--- config.mk ---
export PLATFORM = sky130hd
export DESIGN_NAME = rsi_queue
export DESIGN_NICKNAME = d
export VERILOG_FILES = /design/src/rtl/ray_sphere_intersect_assert.svh /design/src/rtl/rsi_pkg.sv /design/src/rtl/rsi_queue.sv
export SDC_FILE = /design/constraint.sdc
export NUM_CORES = 1
export LEC_CHECK = 0
export ABC_AREA = 1
export BUFFER_PORTS_ARGS = -buffer_cell sky130_fd_sc_hd__buf_2
export CORE_AREA = 2 2 39 41
export DETAILED_ROUTE_END_ITERATION = 10
export DIE_AREA = 0 0 41 43
export GPL_TIMING_DRIVEN = 0
export SYNTH_ARGS = -nofsm -noshare
export SYNTH_HDL_FRONTEND = slang
export SYNTH_SLANG_ARGS = --single-unit
export TNS_END_PERCENT = 10
--- constraint.sdc ---
create_clock -name i_clk -period 1.6 [get_ports i_clk]
set_input_delay 0.08 -clock i_clk [delete_from_list [all_inputs] [get_ports i_clk]]
set_output_delay 0.08 -clock i_clk [all_outputs]
set_load 0.02 [all_outputs]
--- src/rtl/ray_sphere_intersect_assert.svh ---
// assertion macros for the ray-sphere block
`ifndef RAY_SPHERE_INTERSECT_ASSERT_SVH
`define RAY_SPHERE_INTERSECT_ASSERT_SVH

`ifndef NO_ASSERTIONS
`define RSI_ASSERT_IMPLIES(label, clk, rst_n, ante, cons) \
    label: assert property (@(posedge clk) disable iff (!rst_n) (ante) |-> (cons)) \
        else $error("rsi check failed");
`define RSI_ASSERT_NEVER(label, clk, rst_n, expr) \
    label: assert property (@(posedge clk) disable iff (!rst_n) !(expr)) \
        else $error("rsi check failed");
`else
`define RSI_ASSERT_IMPLIES(label, clk, rst_n, ante, cons)
`define RSI_ASSERT_NEVER(label, clk, rst_n, expr)
`endif

`endif

--- src/rtl/rsi_pkg.sv ---
package rsi_pkg;

    localparam int COORD_W     = 32;
    localparam int QUEUE_DEPTH = 4;

    localparam logic signed [63:0] S64_MAX = 64'sh7fff_ffff_ffff_ffff;
    localparam logic signed [63:0] S64_MIN = 64'sh8000_0000_0000_0000;

    typedef enum logic [1:0] {
        REG_CENTER_X      = 2'd0,
        REG_CENTER_Y      = 2'd1,
        REG_CENTER_Z      = 2'd2,
        REG_RADIUS_SQUARED = 2'd3
    } t_reg_idx;

    typedef struct packed {
        logic signed [COORD_W-1:0] origin_x;
        logic signed [COORD_W-1:0] origin_y;
        logic signed [COORD_W-1:0] origin_z;
        logic signed [COORD_W-1:0] dir_x;
        logic signed [COORD_W-1:0] dir_y;
        logic signed [COORD_W-1:0] dir_z;
        logic signed [COORD_W-1:0] min_time;
        logic signed [COORD_W-1:0] max_time;
    } t_req;

    typedef struct packed {
        logic                      hit;
        logic                      far_root;
        logic signed [COORD_W-1:0] hit_time;
        logic signed [COORD_W-1:0] hit_x;
        logic signed [COORD_W-1:0] hit_y;
        logic signed [COORD_W-1:0] hit_z;
        logic                      degenerate;
    } t_res;

    typedef struct packed {
        t_req req;
        logic deg;
    } t_item;

    function automatic logic signed [63:0] s64(input logic signed [COORD_W-1:0] v);
        return {{(64-COORD_W){v[COORD_W-1]}}, v};
    endfunction

    function automatic logic signed [63:0] sadd(input logic signed [63:0] x,
                                                input logic signed [63:0] y);
        logic signed [64:0] s;
        s = {x[63], x} + {y[63], y};
        if (s[64] != s[63]) begin
            return s[64] ? S64_MIN : S64_MAX;
        end
        return s[63:0];
    endfunction

    function automatic logic signed [63:0] sneg(input logic signed [63:0] x);
        return (x == S64_MIN) ? S64_MAX : -x;
    endfunction

    function automatic logic signed [COORD_W-1:0] outw(input logic signed [63:0] v);
        if (&v[63:COORD_W-1] || ~|v[63:COORD_W-1]) begin
            return v[COORD_W-1:0];
        end
        return v[63] ? {1'b1, {(COORD_W-1){1'b0}}} : {1'b0, {(COORD_W-1){1'b1}}};
    endfunction

endpackage

--- src/rtl/rsi_queue.sv ---
module rsi_queue #(
    parameter int WIDTH = 1
) (
    input  logic             i_clk,
    input  logic             i_rst_n,
    input  logic             i_push,
    input  logic [WIDTH-1:0] i_data,
    input  logic             i_pop,
    output logic [WIDTH-1:0] o_data,
    output logic             o_full,
    output logic             o_empty
);

    localparam int DEPTH = rsi_pkg::QUEUE_DEPTH;
    localparam int PW    = $clog2(DEPTH);
    localparam int CW    = $clog2(DEPTH + 1);

    logic [WIDTH-1:0] r_mem [DEPTH];
    logic [PW-1:0]    r_wr, r_rd;
    logic [CW-1:0]    r_cnt;

    always_ff @(posedge i_clk) begin
        if (!i_rst_n) begin
            r_wr  <= '0;
            r_rd  <= '0;
            r_cnt <= '0;
        end else begin
            if (i_push) begin
                r_wr <= r_wr + 1'b1;
            end
            if (i_pop) begin
                r_rd <= r_rd + 1'b1;
            end
            if (i_push && !i_pop) begin
                r_cnt <= r_cnt + 1'b1;
            end else if (i_pop && !i_push) begin
                r_cnt <= r_cnt - 1'b1;
            end
        end
    end

    always_ff @(posedge i_clk) begin
        if (i_push) begin
            r_mem[r_wr] <= i_data;
        end
    end

    assign o_data  = r_mem[r_rd];
    assign o_full  = (r_cnt == CW'(DEPTH));
    assign o_empty = (r_cnt == '0);

endmodule

======== Yosys cells after proc, flatten, opt, wreduce, memory -nomap -nowiden ========
Memories as Yosys holds them, arrays and structs flattened. A register that Yosys moved wholly into a read port is not among the register bits.
Cells that the tools add are included.
operators by class
  $add $sub $neg .......................... 4
  equal/unequal tests ..................... 1
  muxes and demuxes ....................... 6
  reductions and logical operators ........ 6
operator list
  operator                                           count
  2-to-1 mux 3 bit                                   2
  adder 2 x 1 -> 2 bit (second input constant)       2
  2-to-1 mux 2 bit                                   2
  adder 3 x 1 -> 3 bit (second input constant)       1
  == test 3 bit (second input constant)              1
  zero test 3 bit                                    1
  subtractor 3 x 1 -> 3 bit (second input constant)  1
  logical AND 1 bit                                  2
  zero test 1 bit                                    2
  2-to-1 mux 1 bit                                   2
  nonzero test 2 bit                                 1
storage, ports and cells
  flip-flop bits (word level) ............. 7
  memory bits (writable) .................. 4
  input port bits ......................... 5
  output and inout bits ................... 3
  memories ................................ 1
memories
  memory  depth  bits a word  rd ports  clocked after memory_dff  write ports  RTL line         RTL
  r_mem   4      1            1         1                         1            rsi_queue.sv:18  logic [WIDTH-1:0] r_mem [DEPTH];

======== Depth between registers and ports, before layout ========
  depth after elaboration ................. 4
  depth in mapped cells ................... 10

======== Worst setup path after synthesis ========
No wires, ideal clock.
  path kind ............................... reg2reg
  start point ............................. reg r_cnt[0]
  end point ............................... reg r_cnt[2]
  data arrival time ....................... 1,051 ps
  required time ........................... 1,490 ps
  path slack .............................. 439 ps
  stages on the path, launching flop included .. 8
  buffers on the path ..................... 0
  clock period less this slack ............ 1,161 ps
  path through ............................ dfxtp_1 fa_1 inv_1 nand2_1 nand3_1 nand2_1 inv_1 nor2_1
on the way
  longest elaborated chain between the ends .. 3
  elaborated cells between the ends (all ways) .. 4
  those cells by class .................... add/sub (2); mux (2)
RTL lines
  element                    RTL line         RTL
  from (decl)                rsi_queue.sv:20  logic [CW-1:0] r_cnt;
  from (signal assigned)     rsi_queue.sv:35  r_cnt <= r_cnt + 1'b1;
  from (signal assigned)     rsi_queue.sv:37  r_cnt <= r_cnt - 1'b1;
  subtractor 3 x 1 -> 3 bit  rsi_queue.sv:37
  2-to-1 mux 3 bit           rsi_queue.sv:36  end else if (i_pop && !i_push) begin
  2-to-1 mux 3 bit (*)       rsi_queue.sv:34  if (i_push && !i_pop) begin
Every way passes the cells marked *; elsewhere a longest branch is shown, timed or not. The select of a mux whose other input is x is not followed.
A chain may end at the register's enable or synchronous reset.

======== Worst setup path in the final report ========
Ends and elaborated chain as after synthesis.

==> summary.md <==
| Metric | Value |
|---|---|
| Met1 Resource Use GR | `14.6%` |
| Post-synthesis simple-gate area fraction | `13.4%` |
| Pre-CTS setup slack | `0.307 ns` |
| Most frequent cell after synthesis | `inv_1` |
| Grt total ovfl | `0` |
| Initial antenna violation count | `0` |
| Max-cap check violation count | `0` |
| Async SR Flop Fraction | `0%` |
| H-tree depth | `1` |
| Initial Util | `43.2%` |
| Syn Inst Count | `69` |
| FF+latch count, synth | `13` |
| Area growth syn-to-layout | `13.6%` |
| Worst slew pin tran | `0.207 ns` |
| Complex-gate fraction of the synthesized area | `12.6%` |
| Post-synth top area share | `30.1%` |
| Clock skew | `0.00131 ns` |
| Clk_lat worst skew | `0.26 ns` |
| Synth Area per Inst | `8.67 µm²` |
| Total Nets Final | `92` |
| GP Congestion | `0.758` |
| Pre-antenna DRT Iters | `4` |
| Max transition margin | `86.1%` |
| Vias per inst | `4.26` |
| Area contributors post-synth | `dfxtp_1, edfxtp_1, ha_1` |
| Setup TNS | `0 ns` |
| Die footprint | `0.00176 mm²` |
| Via count | `409` |
| Peak VDD IR | `0.609 mV` |
| Cell Area, Synth | `598 µm²` |
| Netlist cell types | `14` |
| M3 GR Usage | `7.85%` |
| Arrival @ worst endpoint | `1.39 ns` |
| Vias in the first global route | `345` |
| F_max | `818 MHz` |
| TritonCTS clock tree | `yes` |
| Final Util | `49.1%` |
| Largest area contributor in the netlist | `dfxtp_1` |
| Global routing's busiest layer | `met2` |
| Largest net degree at the start of global routing | `8` |
| DP Wirelength | `602 µm` |
| Final Hold Viols | `0` |
| Number of diodes | `0` |
| LEAKAGE | `0.336 nW` |
| # setup viols final | `0` |
| Synth top cells by count | `inv_1, dfxtp_1, o21ai_0, nand2_1` |
| I/O Buffers | `7` |
| Min Tclk post-route | `1.22 ns` |
| M2 GR Usage | `15.6%` |
| Overall power | `694 µW` |
| DP Cell Count | `92` |
| Unrepaired setup endpoints after global routing | `false` |
| Post-synthesis adder-cell area fraction | `13.8%` |
| Crit share post-route | `76.4%` |
| First-pass GRT wire length | `1.36 mm` |
| Post-synth top flop | `dfxtp_1` |
| Cts bufs inserted | `3` |
| Pins over their slew limit | `0` |
| DR WL/cell | `8.01 µm` |
| Die height | `43 µm` |
| Number of synthesized flops with an enable pin | `4` |
| Fraction of layout cells with a size suffix above 1 | `15.0%` |
| CP Max Fanout | `4` |
| Clk sinks | `13` |
| P per Cell Area | `1020 mW/mm²` |
| Post-synthesis xor/xnor area fraction | `0%` |
| Clock edge transition at the registers on the reported setup and hold paths | `0.07 ns` |
| Post-synthesis sequential area ratio | `50.2%` |
| Syn Nets | `80` |
| Post-route ant nets | `0` |
| Number of top-level pins | `8` |
| CP Capture Type | `flop` |
| Warnings, synthesis | `0` |
| FP Rows | `14` |
| Core area | `0.00138 mm²` |
| Setup bufs post-CTS | `0` |
| Final WL | `769 µm` |
| DRC viols | `0` |
| # resized after CTS | `0` |
| Status | `finished, final reports clean` |
| DRT iter0 DRCs | `3` |
| Finished Layout Cells | `96` |
| Tot GR Track Use | `12.3%` |
| PnR worst setup slack | `0.378 ns` |
| Worst EP required | `1.77 ns` |
| Mux contribution to synthesized area | `0%` |
| Main combinational cell family by area after synthesis | `adder cells` |
| CTS Hold Bufs | `0` |
| Clock root cell | `clkbuf_4` |
| Die Wd | `41 µm` |
| Worst setup SP type | `flop` |
| Worst Hold Class | `primary input to flop` |
| Maximum clock insertion buffer count | `2` |
| Worst setup path class | `flop to flop` |
-- power breakdown --
| group | switching, mW | total (mW) | internal [mW] |
|---|---|---|---|
| combinational | 0.0719 | 0.118 | 0.0464 |
| sequential | 0.0193 | 0.385 | 0.366 |
| clock | 0.0940 | 0.190 | 0.0964 |
| total | 0.185 | 0.694 | 0.509 |
-- layout make-up --
type / instances / area [µm²]
clock buffer: 4 / 26.3
fill: 137 / 704
inverter: 16 / 60.1
multi-input combinational: 40 / 238
sequential: 13 / 300
tap: 16 / 20.0
timing repair buffer: 7 / 35.0
-- layer usage --
layer  wire, µm  vias to the layer above
li1           -                      243
met1        396                      158
met2        319                        6
met3         39                        2
met4         13                        0
met5          0                        -
-- layout by cell type, fill, tap and decap left out --
master    count
o21ai_0       9
clkbuf_1      1
nor2_1        6
inv_1        15
nand2_1       8
dfxtp_1       9
nand4_1       1
fa_1          1
nand2_2       1
ha_1          5
buf_2         7
a21oi_1       6
inv_2         1
nand3_1       1
nor3_1        2
edfxtp_1      4
clkbuf_4      3
-- critical path, cell delays in order (launching register included) --
cell and delay [ns]:
dfxtp_1 0.35, fa_1 0.46, inv_1 0.07, nand2_1 0.06, nand3_1 0.06, nand2_1 0.05
inv_1 0.04, nor2_1 0.03
-- per-stage QoR --
stage | hold slack, ns | instance area, µm²
floorplan | 0.176 | 598
global placement | 0.295 | 653
detailed placement | 0.299 | 653
CTS | 0.0177 | 679
global route | 0.0176 | 679
finish | 0.0241 | 679
-- cell families (layout without fill, tap and decap cells) --
logic type               Yosys count  in the layout
AO/OA/AOI/OAI                     15             15
AND/OR/NAND/NOR                   19             19
adder cells (fa/ha/maj)            6              6
flip-flops                        13             13
buffers and inverters             16             27
-- final timing paths --
| check | startpoint | end | slack [ns] | depth (start not counted) |
|---|---|---|---|---|
| hold reg to reg | r_rd[1] | r_rd[1] | 0.47 | 2 |
| setup / recovery | r_cnt[0] | r_cnt[2] | 0.38 | 7 |
| hold / removal | i_data | r_mem[0] | 0.02 | 1 |
| setup reg to reg | r_cnt[0] | r_cnt[2] | 0.38 | 7 |
(Power assumes the default switching activity.)
