===== src/rtl/ray_sphere_intersect_assert.svh =====
// assertion macros for the ray-sphere block
`ifndef RAY_SPHERE_INTERSECT_ASSERT_SVH
`define RAY_SPHERE_INTERSECT_ASSERT_SVH

`ifndef NO_ASSERTIONS
`define RSI_ASSERT_IMPLIES(label, clk, rst_n, ante, cons) \
    label: assert property (@(posedge clk) disable iff (!rst_n) (ante) |-> (cons)) \
        else $error("rsi check failed");
`define RSI_ASSERT_NEVER(label, clk, rst_n, expr) \
    label: assert property (@(posedge clk) disable iff (!rst_n) !(expr)) \
        else $error("rsi check failed");
`else
`define RSI_ASSERT_IMPLIES(label, clk, rst_n, ante, cons)
`define RSI_ASSERT_NEVER(label, clk, rst_n, expr)
`endif

`endif


===== src/rtl/rsi_pkg.sv =====
package rsi_pkg;

    localparam int COORD_W     = 32;
    localparam int QUEUE_DEPTH = 4;

    localparam logic signed [63:0] S64_MAX = 64'sh7fff_ffff_ffff_ffff;
    localparam logic signed [63:0] S64_MIN = 64'sh8000_0000_0000_0000;

    typedef enum logic [1:0] {
        REG_CENTER_X      = 2'd0,
        REG_CENTER_Y      = 2'd1,
        REG_CENTER_Z      = 2'd2,
        REG_RADIUS_SQUARED = 2'd3
    } t_reg_idx;

    typedef struct packed {
        logic signed [COORD_W-1:0] origin_x;
        logic signed [COORD_W-1:0] origin_y;
        logic signed [COORD_W-1:0] origin_z;
        logic signed [COORD_W-1:0] dir_x;
        logic signed [COORD_W-1:0] dir_y;
        logic signed [COORD_W-1:0] dir_z;
        logic signed [COORD_W-1:0] min_time;
        logic signed [COORD_W-1:0] max_time;
    } t_req;

    typedef struct packed {
        logic                      hit;
        logic                      far_root;
        logic signed [COORD_W-1:0] hit_time;
        logic signed [COORD_W-1:0] hit_x;
        logic signed [COORD_W-1:0] hit_y;
        logic signed [COORD_W-1:0] hit_z;
        logic                      degenerate;
    } t_res;

    typedef struct packed {
        t_req req;
        logic deg;
    } t_item;

    function automatic logic signed [63:0] s64(input logic signed [COORD_W-1:0] v);
        return {{(64-COORD_W){v[COORD_W-1]}}, v};
    endfunction

    function automatic logic signed [63:0] sadd(input logic signed [63:0] x,
                                                input logic signed [63:0] y);
        logic signed [64:0] s;
        s = {x[63], x} + {y[63], y};
        if (s[64] != s[63]) begin
            return s[64] ? S64_MIN : S64_MAX;
        end
        return s[63:0];
    endfunction

    function automatic logic signed [63:0] sneg(input logic signed [63:0] x);
        return (x == S64_MIN) ? S64_MAX : -x;
    endfunction

    function automatic logic signed [COORD_W-1:0] outw(input logic signed [63:0] v);
        if (&v[63:COORD_W-1] || ~|v[63:COORD_W-1]) begin
            return v[COORD_W-1:0];
        end
        return v[63] ? {1'b1, {(COORD_W-1){1'b0}}} : {1'b0, {(COORD_W-1){1'b1}}};
    endfunction

endpackage


===== src/rtl/rsi_front.sv =====
module rsi_front (
    input  logic           i_clk,
    input  logic           i_rst_n,
    input  logic           i_req_valid,
    input  rsi_pkg::t_req  i_req,
    output logic           o_req_stall,
    input  logic           i_q_full,
    output logic           o_push,
    output rsi_pkg::t_item o_item
);

    logic           r_f_valid, n_f_valid;
    rsi_pkg::t_item r_f_item;
    logic           load;

    assign o_req_stall = r_f_valid && i_q_full;
    assign load        = i_req_valid && !o_req_stall;
    assign o_push      = r_f_valid && !i_q_full;
    assign n_f_valid   = load || (r_f_valid && i_q_full);

    always_ff @(posedge i_clk) begin
        if (!i_rst_n) begin
            r_f_valid <= 1'b0;
        end else begin
            r_f_valid <= n_f_valid;
        end
    end

    // zero direction is flagged here and carried as a miss
    always_ff @(posedge i_clk) begin
        if (load) begin
            r_f_item.req <= i_req;
            r_f_item.deg <= (i_req.dir_x == '0) && (i_req.dir_y == '0)
                            && (i_req.dir_z == '0);
        end
    end

    assign o_item = r_f_item;

endmodule


===== config.mk =====
export PLATFORM = sky130hd
export DESIGN_NAME = rsi_front
export DESIGN_NICKNAME = d
export VERILOG_FILES = /design/src/rtl/ray_sphere_intersect_assert.svh /design/src/rtl/rsi_pkg.sv /design/src/rtl/rsi_front.sv
export SDC_FILE = /design/constraint.sdc
export NUM_CORES = 1
export LEC_CHECK = 0
export BUFFER_PORTS_ARGS = -buffer_cell sky130_fd_sc_hd__buf_2
export CORE_AREA = 10 10 191 193
export CTS_BUF_LIST = sky130_fd_sc_hd__clkbuf_8 sky130_fd_sc_hd__clkbuf_16
export DETAILED_ROUTE_END_ITERATION = 8
export DIE_AREA = 0 0 201 203
export SYNTH_ARGS = -nofsm -noshare
export SYNTH_HDL_FRONTEND = slang
export SYNTH_SLANG_ARGS = --single-unit

===== constraint.sdc =====
create_clock -name i_clk -period 15.5 [get_ports i_clk]
set_clock_uncertainty 0.2 [all_clocks]
set_input_delay 1.55 -clock i_clk [delete_from_list [all_inputs] [get_ports i_clk]]
set_output_delay 1.55 -clock i_clk [all_outputs]
set_load 0.02 [all_outputs]

# Word-level counts from Yosys, hierarchy flattened
# Index checks and enable logic that the tools add are counted.
# Widths: inputs -> output; s select.
[totals]
word_cells = 21
regBits = 258
inputBits = 260
[classes]
n_reduce_logical = 11
[ops]
columns = ["op", "count"]
rows = [
  ["$logic_not 32->1", 3],
  ["$logic_and 1x1->1", 5],
  ["$logic_not 1->1", 2],
  ["$logic_or 1x1->1", 1],
]

# Longest topological paths before layout
# Gate-level depths: netlist (run 1).
[depth]
depth_word = 4
ltp_mapped = 4
mapped_depth_nobuf = 4

# Least setup slack after synthesis (run 1)
# No wires, ideal clock.
[synth_timing]
path_type = "input-to-reg"
startpoint = "input i_q_full"
endpoint = "register r_f_item, in the netlist o_item[0], enable pin"
path_slack_ps = 1380
arrival_ps = 13016
stages = 2
required_ps = 14396
path_buffers = 0
cell_sequence = "and2_1 -> nor2b_1"
[synth_between]
elab_chain_cells = 3
[synth_rtl]
columns = ["element", "line", "source"]
rows = [
  ["from (decl)", "rsi_front.sv:7", "input logic i_q_full,"],
  ["$logic_and 1x1->1", "rsi_front.sv:16", "assign o_req_stall = r_f_valid && i_q_full;"],
  ["$logic_not 1->1", "rsi_front.sv:17", "assign load = i_req_valid && !o_req_stall;"],
  ["$logic_and 1x1->1", "rsi_front.sv:17", ""],
  ["net load", "rsi_front.sv:14", "logic load;"],
  ["to (decl)", "rsi_front.sv:13", "rsi_pkg::t_item r_f_item;"],
]
# The timed path passes the listed nets, and every way through them passes these cells.
# A chain may end at the register's enable or synchronous reset.

# Worst setup path after layout (run 1)
[layout_timing]
startpoint = "input i_q_full"
endpoint = "output o_req_stall"
[layout_between]
elab_chain_cells = 1
[layout_rtl]
columns = ["element", "line", "source"]
rows = [
  ["$logic_and 1x1->1", "rsi_front.sv:16", ""],
  ["to (decl)", "rsi_front.sv:6", "output logic o_req_stall,"],
]
# Every way passes these cells.

==> key figures, run 1 <==
Cells and area
  • Final Util: between 30 and 40%
  • Share of cells above drive strength 1: about two thirds
  • Final #Nets: around 1.1k
  • Layout area overhead: 50.25%

Pwr
  • Cell Pwr Density: around 130 nW/um^2
  • Leak pwr: ~5.0 nW
  • Worst VDD drop: roughly 0.000092 V
  • Power Total: roughly 1.6 mW

Clock network
  • Clock Sinks: between 200 and 300
  • Htree depth: 1
  • Setup Fix Bufs, Post-CTS: 0
  • Worst-Skew Late Latency: 0.52 ns
  • Root buffer cell: clkbuf_16
  • Hold Buf Count CTS: 0
  • CTS resizes: 0
  • Clk pin slew, worst setup/hold paths: 0.06 ns
  • CTS Buf Count: 27
  • Max Buffers Root-to-Sink: 3
  • CTS tree: yes

Detailed routing
  • Final WL: roughly 28000 um
  • Initial DRC count: ~240
  • WL/cell: approximately 21 um
  • TritonRoute pass-1 iters: 4
  • Drt via density: 3.948
  • Via count: just over 5k
  • DRC: 0
  • Post-route ant nets: 0

Yosys
  • Synthesized Nets: between 500 and 600
  • Largest cells by area after synthesis: edfxtp_1 (97%), nor4_1 (1.8%), nand4_1 (0.47%), dfxtp_1 (0.25%), nor2b_1 (0.16%)
  • Top cell type's share of synthesized area: between 90% and 100%
  • Unique cell type count in the Yosys netlist: 10
  • Synth warnings: 0
  • Register bit count reported by yosys: about 260
  • Yosys top cell by area: edfxtp_1
  • Syn avg cell area: between 20 and 30 sq um
  • Cell Area, Synth: 7975 sq um
  • Seq/Total Area, Yosys: 97.02%
  • Syn Inst Count: between 200 and 300

Run status
  • Status: finished clean

Worst setup path
  • Worst path top cell family by delay: buffers and inverters
  • Crit path arrival time: between 2 and 2.5 ns
  • Worst Path Max Fanout: 3
  • Slowest-stage cell, CP: and2_1
  • Crit start category: primary input
  • Cell mode on critical path: buf_2
  • Crit-path max cell delay: around 0.2 ns
  • WS Path Type: primary input to output port
  • Cells along the critical path: buf_2 -> and2_1 -> buf_2
  • R2r setup slk: about 13 ns
  • Crit path capture type: output port
  • Required time worst endpoint: around 14 ns
  • Buf+Inv Stages, Crit Path: 2

STA
  • RSZ-0062 raised after global routing: false
  • Final setup viols: 0
  • Fmax achieved: around 0.26 GHz
  • Worst slew margin: about 29%
  • Final Max Slew Viols: 0
  • Worst slew pin tran: approximately 1.1 ns
  • Final Critical Period: approximately 3.8 ns
  • Crit share post-route: 24.45%
  • Final hold vios: 0
  • Setup TNS: 0 ns
  • Setup WS post-layout: roughly 12 ns

GRT
  • Gr usage total: between 10% and 20%
  • Layer with the highest usage: met2
  • Grt met2 use: between 20% and 30%
  • Global-route wire length before repair: a little under 40000 um
  • M3 GR Usage: about 5.9%
  • GR Overflow Total: 0
  • Initial antenna violation count: 4
  • Vias in the first global route: roughly 5.7k
  • Largest net degree at the start of global routing: around 190
  • Met1 Track Usage GR: between 10% and 20%

Floorplan
  • DIE HEIGHT: approximately 200 um
  • Core footprint: roughly 32000 sq um
  • Rows: 66
  • Die width: approximately 200 um
  • I/O pin cnt: between 500 and 600
  • Die area: around 40000 sq um
  • Effective utilization at floorplan: about a quarter

Flow run
  • Max Cap Violations: 0

Place
  • Worst slack at placement: 11.23 ns
  • Routability cong.: just over 0.8
  • Detailed placement HPWL: approximately 22000 um
  • Port Buffers: roughly 520

Min path
  • Worst Hold Class: register to register
==> kinds of logic (layout without fill, tap and decap cells) <==
family / Yosys count / after routing / share of synthesized area (%)
simple gates: 35 / 35 / 2.887
compound gates: 1 / 1 / 0.09417
buf+inv: 0 / 568 / 0
flops: 258 / 258 / 97.02
other cells: 0 / 1 / 0
==> registers in the layout, summed over array words and instances, names as in the netlist <==
signal     flops
o_item       257
r_f_valid      1
==> worst reg2reg max path, delay by kind of cell (launching register included) <==
family / cells / cell delay, ns
DFF: 1 / 0.30
and+or+nand+nor: 2 / 0.32
buffers and inverters: 2 / 1.52
==> metal layers <==
metal  share of wire, %  vias to the layer above
li1                   -                     2340
met1                 36                     2435
met2                 51                      329
met3                 11                       42
met4                1.8                        6
met5               0.12                        -
==> cells in the mapped netlist <==
cell type  count
or4_1          1
nor3_2         1
edfxtp_1     257
nor2b_1        2
dfxtp_1        1
o21a_1         1
nor4_1        23
nor4_2         1
and2_1         1
nand4_1        6
==> stage by stage <==
stage | area, sq um | instances | hold WS [ns]
2_1_floorplan | 7975 | 294 | 0.5130
3_3_place_gp | 11160 | 1256 | 0.4663
3_5_place_dp | 11160 | 1256 | 0.4624
4_1_cts | 11980 | 1304 | 0.4756
5_1_grt | 11980 | 1304 | 0.4923
6_report | 11980 | 1305 | 0.4646
==> placed cells by master (no fill, tap or decap), drive strengths merged <==
cell / synthesis / layout
and2: 1 / 1
buf: 0 / 520
bufinv: 0 / 2
clkbuf: 0 / 27
clkinv: 0 / 11
clkinvlp: 0 / 2
dfxtp: 1 / 1
diode: 0 / 1
edfxtp: 257 / 257
inv: 0 / 6
nand4: 6 / 6
nor2b: 2 / 2
nor3: 1 / 1
nor4: 24 / 24
o21a: 1 / 1
or4: 1 / 1
==> path summary, 6_finish.rpt <==
path / startpoint / to / cells past startpoint
min: r_f_valid / r_f_valid / 2
min reg2reg: r_f_valid / r_f_valid / 2
max reg2reg: r_f_valid / o_item[197] / 4
max: i_q_full / o_req_stall / 3
==> layout make-up <==
class | instances | area (sq um)
tap | 442 | 553.0
fill | 3116 | 20470
antenna | 1 | 2.502
clock buffer | 27 | 675.6
multi-input combinational | 36 | 245.2
clock inverter | 21 | 148.9
sequential | 258 | 7737
timing repair buffer | 520 | 2620
==> where the power goes <==
part	internal (mW)	total (mW)	switching (mW)
Sequential	0.818	0.829	0.0109
Clock	0.348	0.602	0.254
Combinational	0.0499	0.152	0.102
Total	1.22	1.58	0.367
Note: power is estimated with default switching activity, not from simulation.
==> inputs of run 2 (changes only) <==
==> constraint.sdc (replaced) <==
create_clock -name i_clk -period 3.5 [get_ports i_clk]
set_clock_uncertainty 0.2 [all_clocks]
set_input_delay 0.35 -clock i_clk [delete_from_list [all_inputs] [get_ports i_clk]]
set_output_delay 0.35 -clock i_clk [all_outputs]
set_load 0.02 [all_outputs]
==> key figures, run 2 (synthesized netlist as in run 1, its figures left out) <==
STA
  • Hold slack final: about 0.15 ns
  • Crit share post-route: 72.21%
  • Final hold vios: 0
  • RSZ-0062 raised after global routing: false
  • Fmax achieved: around 0.40 GHz
  • Final Max Slew Viols: 0
  • Final Critical Period: 2.527 ns
  • Final setup viols: 0
  • Worst slew margin: ~53%
  • Setup WS post-layout: 0.9728 ns
  • Worst slew pin tran: ~0.7 ns

Clock network
  • CTS resizes: 0
  • Max Buffers Root-to-Sink: 3
  • Clk pin slew, worst setup/hold paths: ~0.070 ns
  • CTS tree: yes
  • Root buffer cell: clkbuf_16
  • CTS Buf Count: 27
  • Htree depth: 1
  • Clock Sinks: 258
  • Hold Buf Count CTS: approximately 260
  • Worst-Skew Late Latency: 0.53 ns
  • Setup Fix Bufs, Post-CTS: 0

GRT
  • GR Overflow Total: 0
  • Global-route wire length before repair: approximately 49000 um
  • Vias in the first global route: 7128
  • Largest net degree at the start of global routing: 94
  • Initial antenna violation count: 4
  • Gr usage total: between 15 and 20%

Cells and area
  • Max reg flops: about 260
  • Layout area overhead: 84.97%
  • Most frequent cells in the layout: buf_2 (518), dlygate4sd3_1 (258), edfxtp_1 (257), clkbuf_16 (27), nor4_1 (23)
  • Finished Cell Area: about 15000 sq um
  • Final #Nets: approximately 1.4k
  • Commonest non-fill, non-tap cell in the layout: buf_2
  • # fillers: ~2.8k
  • Share of cells above drive strength 1: approximately half
  • Final Util: around 45%

Place
  • Dpl cell area: 11200 sq um
  • Routability cong.: 0.8016
  • Port Buffers: between 500 and 600
  • Detailed placement HPWL: roughly 24000 um
  • Worst slack at placement: 0.8158 ns

Detailed routing
  • Via count: approximately 6.4k
  • WL/cell: about 21 um
  • DRC: 0
  • TritonRoute pass-1 iters: 6
  • Final WL: 33630 um
  • Initial DRC count: roughly 270
  • Drt via density: between 4 and 5
  • Post-route ant nets: 0

Floorplan
  • I/O pin cnt: just over 500
  • Core footprint: ~32000 sq um
  • Rows: 66
  • Die area: just over 40000 sq um
  • DIE HEIGHT: around 200 um
  • Die width: 201 um
  • Effective utilization at floorplan: between 20 and 25%

Worst setup path
  • Required time worst endpoint: roughly 3.7 ns
  • FF-to-FF End: o_item[194]
  • R2R cell count: 3
  • RR Startpoint: r_f_valid
  • WS Path Type: primary input to register
  • Crit start category: primary input
  • Worst Path Max Fanout: 2
  • R2r setup slk: 1.38 ns
  • Crit path arrival time: between 2 and 3 ns
  • Crit path capture type: register

Min path
  • Hold Path Depth: 2
  • Worst Hold Class: primary input to register
  • HP Start: i_req_valid
  • Worst Hold Path EP: o_item[70]

Pwr
  • Leak pwr: 6.154 nW
  • Worst VDD drop: between 0.0003 and 0.0004 V
  • Cell Pwr Density: 521.8 nW/um^2

Flow run
  • Max Cap Violations: 0

Run status
  • Status: finished clean
## run 2: cell count changes in the layout (fill, tap and decap cells not counted)
cell,before,now
bufinv_16,2,7
buf_12,1,3
diode_2,1,4
clkinv_2,8,4
clkinvlp_4,2,1
and2_1,1,0
clkinv_4,0,1
inv_1,6,2
and2_4,0,1
dlygate4sd3_1,0,258
inv_6,0,1
clkinv_1,3,6
## run 2: final cells by class
class | instances | area (sq um) | share of cell area (%)
multi-input cells | 36 | 247.7 | 1.679
repair buffers | 780 | 5243 | 35.54
diodes | 4 | 10.01 | 0.06785
flip-flops and latches | 258 | 7737 | 52.45
clock buffers | 27 | 675.6 | 4.580
clock inverters | 22 | 285.3 | 1.934
well taps | 442 | 553.0 | 3.749
## run 2: worst max-delay path by stage
stage / startpoint / to / slack [ns] / cells past startpoint
3_5_place_dp: i_req[95] / o_item[0] / 0.82 / 6
5_1_grt: i_req[94] / o_item[0] / 0.81 / 7
3_3_place_gp: i_req[95] / o_item[0] / 0.81 / 6
6_report: i_req[95] / o_item[0] / 0.97 / 7
2_1_floorplan: i_q_full / o_item[0] / -1.46 / 2
4_1_cts: i_req[95] / o_item[0] / 0.85 / 7
## run 2: per-layer routing
metal	global-route usage, %	vias up	wire (um)
li1	-	2862	-
met1	16.68	3047	11710
met2	28.16	407	17220
met3	6.161	56	3618
met4	5.653	0	1080
met5	0	-	0
## run 2: through the flow
stage | setup TNS [ns] | std cells | power [mW]
after global placement | 0 | 1258 | 4.421
final | 0 | 1569 | 7.697
after CTS | 0 | 1565 | 7.786
after detailed placement | 0 | 1258 | 4.430
after floorplan | -376.30 | 294 | 4.040
after global routing | 0 | 1567 | 7.978
## run 2: worst max-delay path, stage by stage
cell and delay [ns]:
dlygate4sd3_1 0.55, buf_2 0.13, nor4_1 0.55, buf_4 0.23, nand4_1 0.24, or4_1 0.51
nor3_2 0.15
## run 2: power by group
part / switching [mW] / internal [mW] / leakage, nW / total, mW
Clock: 1.17 / 1.92 / 0.476 / 3.09
Combinational: 0.523 / 0.416 / 3.18 / 0.939
Sequential: 0.0509 / 3.62 / 2.49 / 3.67
Total: 1.75 / 5.95 / 6.15 / 7.70
